===== config.mk =====
export PLATFORM = sky130hd
export DESIGN_NAME = base128_varint_decoder
export DESIGN_NICKNAME = d
export VERILOG_FILES = /design/src/sv/bvd_pkg.sv /design/src/sv/bvd_front.sv /design/src/sv/bvd_back.sv /design/src/sv/base128_varint_decoder.sv
export VERILOG_INCLUDE_DIRS = /design/src /design/src/sv
export SDC_FILE = /design/constraint.sdc
export NUM_CORES = 1
export LEC_CHECK = 0
export ABC_AREA = 1
export BUFFER_PORTS_ARGS = -buffer_cell sky130_fd_sc_hd__buf_4
export CAP_MARGIN = 20
export CORE_MARGIN = 2
export CORE_UTILIZATION = 60
export CTS_CLUSTER_SIZE = 30
export DETAILED_ROUTE_END_ITERATION = 16
export MAX_ROUTING_LAYER = met4
export PLACE_DENSITY = 0.81
export RECOVER_POWER = 100
export SYNTH_ARGS = -nofsm -noshare
export SYNTH_HDL_FRONTEND = slang
export SYNTH_SLANG_ARGS = --single-unit

===== constraint.sdc =====
create_clock -name clk -period 7.8 [get_ports clk]
set_input_delay 1.56 -clock clk [delete_from_list [all_inputs] [get_ports clk]]
set_output_delay 1.56 -clock clk [all_outputs]
set_load 0.01 [all_outputs]

===== src/sv/assert_macros.svh =====
// Assertion macros used by the varint decoder back end.
// Expects a clock named clk and an active-low reset named rst_n in scope.
`ifndef ASSERT_MACROS_SVH
`define ASSERT_MACROS_SVH

// Property checked on every rising edge outside reset
`define ASSERT_CLK(label, prop, msg) \
  label: assert property (@(posedge clk) disable iff (!rst_n) (prop)) else $error(msg);

// Condition that must never be true outside reset
`define ASSERT_NEVER(label, cond, msg) \
  label: assert property (@(posedge clk) disable iff (!rst_n) !(cond)) else $error(msg);

`endif


===== src/sv/bvd_pkg.sv =====
// Shared types, status codes and width limits for the base-128 varint decoder.
// No dependencies.
`timescale 1ns / 1ps

package bvd_pkg;

  // Result status codes
  typedef logic [1:0] status_t;
  localparam status_t ST_OK         = 2'd0;
  localparam status_t ST_MALFORMED  = 2'd1;
  localparam status_t ST_INCOMPLETE = 2'd2;

  // Target width codes
  typedef logic [1:0] width_t;
  localparam width_t W_8  = 2'd0;
  localparam width_t W_16 = 2'd1;
  localparam width_t W_32 = 2'd2;
  localparam width_t W_64 = 2'd3;

  // Queue depths
  localparam int ItemQDepth = 4;
  localparam int ResQDepth  = 2;

  // Classified byte handed from front to back
  typedef struct packed {
    logic [6:0] payload;   // low seven bits of the byte
    width_t     width;     // width latched for this value
    logic       first;     // first byte of a value
    logic       last_ok;   // last permitted byte for this width
    logic       terminal;  // bit 7 clear
    logic       eod;       // end of data flag
    logic [3:0] used;      // bytes of this value including this one
  } bvd_item_t;

  // One result item
  typedef struct packed {
    logic [63:0] value;
    status_t     status;
    logic [3:0]  used;
  } bvd_result_t;

  // Byte limit per target width
  function automatic logic [3:0] limit_bytes(input width_t w);
    logic [3:0] lim;
    case (w)
      W_8:     lim = 4'd2;
      W_16:    lim = 4'd3;
      W_32:    lim = 4'd5;
      W_64:    lim = 4'd10;
      default: lim = 4'd10;
    endcase
    return lim;
  endfunction

endpackage


===== src/sv/bvd_front.sv =====
// Front end: accepts stream bytes, tracks value position and classifies bytes.
// Classified bytes are held in a four-entry queue for the back end. Uses bvd_pkg.
`timescale 1ns / 1ps

module bvd_front
  import bvd_pkg::*;
(
  input  logic       clk,
  input  logic       rst_n,
  input  logic       in_push,
  input  logic [7:0] in_data_byte,
  input  logic [1:0] in_mode,
  input  logic       in_end_of_data,
  output logic       in_full,
  output logic       item_valid,
  output bvd_item_t  item,
  input  logic       item_take
);

  localparam int PtrW = $clog2(ItemQDepth);
  localparam int CntW = $clog2(ItemQDepth + 1);

  logic [3:0]      pos_r, pos_nxt;
  width_t          wl_r, wl_nxt;
  bvd_item_t       q_mem_r [ItemQDepth];
  logic [PtrW-1:0] wr_ptr_r, rd_ptr_r;
  logic [CntW-1:0] cnt_r;
  logic            acc_in, ends;
  width_t          w_cur;
  bvd_item_t       cls;

  assign in_full    = (cnt_r == CntW'(ItemQDepth));
  assign acc_in     = in_push && !in_full;
  assign item_valid = (cnt_r != '0);
  assign item       = q_mem_r[rd_ptr_r];

  // Classify the incoming byte against the current value position
  always_comb begin
    w_cur         = (pos_r == 4'd0) ? width_t'(in_mode) : wl_r;
    cls.payload   = in_data_byte[6:0];
    cls.width     = w_cur;
    cls.first     = (pos_r == 4'd0);
    cls.used      = pos_r + 4'd1;
    cls.last_ok   = (cls.used >= limit_bytes(w_cur));
    cls.terminal  = !in_data_byte[7];
    cls.eod       = in_end_of_data;
    ends          = cls.terminal || cls.last_ok || cls.eod;
    pos_nxt       = ends ? 4'd0 : cls.used;
    wl_nxt        = ends ? W_8 : w_cur;
  end

  // Position tracking and queue control
  always_ff @(posedge clk) begin
    if (!rst_n) begin
      pos_r    <= 4'd0;
      wl_r     <= W_8;
      wr_ptr_r <= '0;
      rd_ptr_r <= '0;
      cnt_r    <= '0;
    end else begin
      if (acc_in) begin
        pos_r    <= pos_nxt;
        wl_r     <= wl_nxt;
        wr_ptr_r <= wr_ptr_r + PtrW'(1);
      end
      if (item_take && item_valid) begin
        rd_ptr_r <= rd_ptr_r + PtrW'(1);
      end
      cnt_r <= cnt_r + CntW'(acc_in) - CntW'(item_take && item_valid);
    end
  end

  // Queue storage
  always_ff @(posedge clk) begin
    if (acc_in) begin
      q_mem_r[wr_ptr_r] <= cls;
    end
  end

endmodule


===== src/sv/bvd_back.sv =====
// Back end: accumulates seven-bit groups, checks range and overflow, and queues
// results in a two-entry output queue. Uses bvd_pkg and assert_macros.svh.
`timescale 1ns / 1ps
`include "assert_macros.svh"

module bvd_back
  import bvd_pkg::*;
(
  input  logic        clk,
  input  logic        rst_n,
  input  logic        item_valid,
  input  bvd_item_t   item,
  output logic        item_take,
  output logic        out_empty,
  input  logic        out_pop,
  output logic [63:0] out_decoded_value,
  output logic [1:0]  out_status,
  output logic [3:0]  out_bytes_used
);

  localparam int PtrW = $clog2(ResQDepth);
  localparam int CntW = $clog2(ResQDepth + 1);

  logic [63:0]     acc_r, acc_nxt, acc_base;
  bvd_result_t     oq_mem_r [ResQDepth];
  logic [PtrW-1:0] wr_ptr_r, rd_ptr_r;
  logic [CntW-1:0] cnt_r;
  logic            oq_full, oq_pop, res_valid, ovf;
  bvd_result_t     res;

  assign oq_full   = (cnt_r == CntW'(ResQDepth));
  assign item_take = item_valid && !oq_full;
  assign out_empty = (cnt_r == '0);
  assign oq_pop    = out_pop && !out_empty;

  assign out_decoded_value = oq_mem_r[rd_ptr_r].value;
  assign out_status        = oq_mem_r[rd_ptr_r].status;
  assign out_bytes_used    = oq_mem_r[rd_ptr_r].used;

  // Accumulate and decide the outcome of this byte
  always_comb begin
    acc_base = item.first ? 64'd0 : acc_r;
    ovf      = item.last_ok &&
               (((item.width == W_32) && (acc_base[63:25] != '0)) ||
                ((item.width == W_64) && (acc_base[63:57] != '0)));
    acc_nxt  = {acc_base[56:0], item.payload};
    if (item.width == W_32) begin
      acc_nxt[63:32] = 32'd0;
    end
    res_valid  = 1'b1;
    res.used   = item.used;
    res.value  = 64'd0;
    res.status = ST_MALFORMED;
    if (ovf) begin
      res.status = ST_MALFORMED;
    end else if (item.terminal) begin
      if (((item.width == W_8) && (acc_nxt[63:8] != '0)) ||
          ((item.width == W_16) && (acc_nxt[63:16] != '0))) begin
        res.status = ST_MALFORMED;
      end else begin
        res.status = ST_OK;
        res.value  = acc_nxt;
      end
    end else if (item.last_ok) begin
      res.status = ST_MALFORMED;
    end else if (item.eod) begin
      res.status = ST_INCOMPLETE;
    end else begin
      res_valid = 1'b0;
    end
  end

  // Accumulator keeps the partial value between bytes
  always_ff @(posedge clk) begin
    if (item_take) begin
      acc_r <= acc_nxt;
    end
  end

  // Output queue control
  always_ff @(posedge clk) begin
    if (!rst_n) begin
      wr_ptr_r <= '0;
      rd_ptr_r <= '0;
      cnt_r    <= '0;
    end else begin
      if (item_take && res_valid) begin
        wr_ptr_r <= wr_ptr_r + PtrW'(1);
      end
      if (oq_pop) begin
        rd_ptr_r <= rd_ptr_r + PtrW'(1);
      end
      cnt_r <= cnt_r + CntW'(item_take && res_valid) - CntW'(oq_pop);
    end
  end

  // Output queue storage
  always_ff @(posedge clk) begin
    if (item_take && res_valid) begin
      oq_mem_r[wr_ptr_r] <= res;
    end
  end

  `ASSERT_NEVER(a_err_value_zero, item_take && res_valid && (res.status != ST_OK) && (res.value != 64'd0), "error result carries a value")
  `ASSERT_NEVER(a_used_range, item_take && res_valid && ((res.used == 4'd0) || (res.used > 4'd10)), "bytes used out of range")
  `ASSERT_CLK(a_oq_count, (item_take && res_valid && !oq_pop) |=> (cnt_r == $past(cnt_r) + CntW'(1)), "output queue count did not grow")

endmodule


===== src/sv/base128_varint_decoder.sv =====
// Base-128 varint decoder, most significant group first, one byte per cycle.
// Path: an accepted byte is registered in the front queue, then its result (if any) in the output queue.
// Throughput: one byte per cycle while in_full is low; a full output queue stalls the front queue.
// Queues: four classified bytes between front and back, two results at the output.
// Reset: synchronous active-low rst_n empties both queues and idles the decoder.
`timescale 1ns / 1ps

module base128_varint_decoder
  import bvd_pkg::*;
(
  input  logic        clk,
  input  logic        rst_n,
  input  logic        in_push,
  input  logic [7:0]  in_data_byte,
  input  logic [1:0]  in_mode,
  input  logic        in_end_of_data,
  output logic        in_full,
  output logic        out_empty,
  input  logic        out_pop,
  output logic [63:0] out_decoded_value,
  output logic [1:0]  out_status,
  output logic [3:0]  out_bytes_used
);

  logic      item_valid, item_take;
  bvd_item_t item;

  // Accept and classify bytes
  bvd_front u_front (
    .clk            (clk),
    .rst_n          (rst_n),
    .in_push        (in_push),
    .in_data_byte   (in_data_byte),
    .in_mode        (in_mode),
    .in_end_of_data (in_end_of_data),
    .in_full        (in_full),
    .item_valid     (item_valid),
    .item           (item),
    .item_take      (item_take)
  );

  // Accumulate and report
  bvd_back u_back (
    .clk               (clk),
    .rst_n             (rst_n),
    .item_valid        (item_valid),
    .item              (item),
    .item_take         (item_take),
    .out_empty         (out_empty),
    .out_pop           (out_pop),
    .out_decoded_value (out_decoded_value),
    .out_status        (out_status),
    .out_bytes_used    (out_bytes_used)
  );

endmodule

==> summary.md <==
| Metric | Value |
|---|---|
| Hold path cells | 2 |
| Synth cell types | 35 |
| Share of layout cells above drive strength 1 | 0.125 |
| Worst endpoint required time | 8.06 ns |
| Starting Density | 0.606 |
| Hold-fix buffers, CTS | 0 |
| Seq/Total Area, Yosys | 0.706 |
| Max frequency | 0.185 GHz |
| Vias per cell | 5.66 |
| Post-CTS setup buffers | 0 |
| Clock Tree Buf Depth | 3 |
| Clock latency on the worst-skew pair | between 0.5 and 0.6 ns |
| IO Pins | 87 |
| Most frequent cell after synthesis | edfxtp_1 |
| # Max-Cap Violations | 8 |
| DIE WIDTH | 146 um |
| N_diodes | 0 |
| Clock share of power | 0.213 |
| Clock buffer count from CTS | 28 |
| Peak supply drop | around 440 uV |
| P_int | 0.00390 W |
| Die Area | 21400 um2 |
| Slew HR | -1.47 |
| Design area | between 10000 and 15000 um2 |
| RSZ-0062 raised after global routing | false |
| Period Utilization, post-route | 0.691 |
| Fraction of registers with async set/reset | 0 |
| Final TNS setup | 0 ns |
| CP Data Arrival Time | 5.65 ns |
| Maximum fanout along the worst path | 64 |
| Final Max Tran Viols | 319 |
| Antenna violations before repair | 0 |
| CP Capture Type | flip-flop |
| Switch Pwr | 0.00229 W |
| Worst Tran Pin Value | 3.70 ns |
| Worst R2R Setup Slack | 2.41 ns |
| Setup crit start kind | flip-flop |
| Synth area leaders | edfxtp_1, mux2_2, nor2_1 |
| Minimum clock period | 5.39 ns |
| Final Skew | 0.0136 ns |
| Worst hold endpoint | u_front.wl_r[1] |
| Resized Gates After CTS | 0 |
| Post-synth EDFFs | 272 |
| Port bufs | 86 |
| Syn Nets | 983 |
| Core Area | 20000 um2 |
| Final setup fails | 0 |
| Drt first pass iters | 6 |
| Number of global-route vias before repair | 7399 |
| CTS tree | yes |
| Placed Instance Area | 12900 um2 |
| Syn Inst Count | 951 |
| Vias | 7445 |
| Worst Hold Class | reg -> reg |
| Combinational share of power | 0.345 |
| Post-route DRC | 0 |
| Hold_sp | u_front.wl_r[1] |
| Fin nets | 1056 |
| Initial drt markers | 638 |
| Share of the synthesized area in the top cell type | 0.673 |
| Pleak | around 5 nW |
| Row Count | 52 |
| Area grow syn2layout | 11.3% |
| Failing checks | max-capacitance violations, max-slew violations |
| Yosys warns | 0 |
| Sequential Area | approximately 8600 um2 |
| #FFs+latches synth | around 290 |
| WL final | between 20000 and 25000 um |
| Commonest cells post-synth | edfxtp_1, nor2_1, nand2_1, nand3_1, mux2_2 |
| Clock sink count | 292 |
| Leading area contributor after synthesis | edfxtp_1 |
| Synthesized area | 12100 um2 |
| Chip height | between 100 and 150 um |
| Status | finished with violations |
| Grt ovf | 0 |
| Pwr dens | 458 nW/um2 |
| Fillers | 1444 |
| Ys flop type | edfxtp_1 |
| Hold Vio Cnt, Final | 0 |
| Switching share of power | 0.370 |
| Footprint of the multi-input gates | between 3000 and 4000 um2 |
| DP HPWL | 13600 um |
| H-tree levels | 1 |
| Flop pwr share | 0.443 |
| GRT Total Usage | 0.224 |
| Largest net degree at the start of global routing | 71 |
| Syn avg cell area | 12.8 um2 |
| First-pass GRT wire length | 37200 um |
| Kind of critical path | reg -> reg |
| ANT nets after route | 0 |
| Root Buffer | clkbuf_16 |
| WL/cell | 17.8 um |
| Clk pin slew, worst setup/hold paths | 0.06 ns |
| Routability congestion estimate | 0.836 |
| Worst reg2reg path endpoint | u_back.oq_mem_r[1][11] |
| Worst Reg2Reg Path Length in Cells | 15 |
[sequential cells by signal, indices dropped and copies added (netlist names), named ones only]
name              flops
u_back.acc_r         64
u_front.rd_ptr_r      2
u_front.pos_r         4
u_front.wr_ptr_r      2
u_back.wr_ptr_r       1
u_back.rd_ptr_r       1
u_front.cnt_r         3
u_back.oq_mem_r     140
u_front.wl_r          2
u_back.cnt_r          2
u_front.q_mem_r      68
[worst max-delay path: stages, from the launching register on]
cell and delay [ns]:
dfxtp_1 0.32, clkbuf_1 1.03, inv_1 0.89, nand2_1 0.23, nand3_1 0.11, nand2_2 0.76
o21ai_0 0.35, nand2_1 0.15, nor2_1 0.05, nand4_1 0.09, nand2_1 0.06, nand2_1 0.10
nand2_1 0.08, clkinv_1 0.07, buf_4 0.52, nor2_1 0.17
[cell families after synthesis]
| kind of cell | count (synthesis) | share of synthesized area |
|---|---|---|
| compound gates | 96 | 0.0432 |
| xor+xnor | 4 | 0.00289 |
| fa+ha+maj | 17 | 0.0181 |
| buf+inv | 121 | 0.0445 |
| flops | 292 | 0.706 |
| mux | 70 | 0.0649 |
| simple gates | 351 | 0.121 |
[worst max path at each step]
stage / from / to / slack (ns) / cells after the start
after floorplan: u_front.cnt_r[1] / u_back.oq_mem_r[1][0] / 2.20 / 4
after global placement: in_mode[0] / u_front.pos_r[0] / 3.95 / 11
after detailed placement: in_mode[1] / u_front.pos_r[1] / 3.83 / 12
after CTS: flip-flop / u_back.oq_mem_r[0][39] / 3.85 / 15
after global routing: flip-flop / u_back.oq_mem_r[0][39] / 1.84 / 15
final: flip-flop / u_back.oq_mem_r[1][11] / 2.41 / 15
[power groups by stage]
stage	sequential [W]	clock (W)	combinational (W)
2_1_floorplan	0.00269	0	0.00160
3_3_place_gp	0.00269	0	0.00225
3_5_place_dp	0.00272	0	0.00229
4_1_cts	0.00270	0.00133	0.00233
5_1_grt	0.00279	0.00140	0.00236
6_report	0.00274	0.00132	0.00213
[cell type report]
type,instances,area share
Sequential cell,292,0.634
Clock inverter,18,0.0129
Multi-Input combinational cell,538,0.225
Clock buffer,33,0.0532
Inverter,71,0.0197
Timing Repair Buffer,93,0.0302
Tap cell,270,0.0250
[cells in the final DEF (no fill, tap or decap), types with 2 or more instances in the layout]
cell type,n
a21oi_1,17
buf_4,12
bufinv_16,3
clkbuf_1,81
clkbuf_16,28
clkbuf_2,2
clkbuf_4,3
clkinv_1,7
clkinv_2,8
dfxtp_1,20
edfxtp_1,272
ha_1,16
inv_1,67
inv_2,2
mux2_1,5
mux2_2,65
nand2_1,92
nand3_1,79
nand4_1,5
nor2_1,163
nor3_1,2
nor4_1,2
o211ai_1,6
o21ai_0,50
o21ai_1,7
o22ai_1,12
or2_2,2
xor2_1,3
[per-stage QoR]
stage | total power, W | instances | worst slack [ns] | hold WS, ns | util
after global routing | 0.00655 | 1315 | 1.84 | 0.501 | 0.674
after global placement | 0.00494 | 1264 | 3.95 | 0.427 | 0.645
after CTS | 0.00636 | 1315 | 3.85 | 0.472 | 0.690
after floorplan | 0.00429 | 951 | 2.20 | 0.426 | -
after detailed placement | 0.00501 | 1264 | 3.83 | 0.441 | 0.645
final | 0.00619 | 1315 | 2.41 | 0.470 | 0.674
[layer usage]
layer	routed length, um	vias to the layer above	track usage	share of wire
met5	0	-	-	0
met4	470	0	0.0704	0.020
met3	1300	46	0.0372	0.055
met2	12000	231	0.381	0.51
met1	9640	3669	0.279	0.41
li1	-	3499	-	-
No activity file was read; power rests on OpenSTA's default activity.
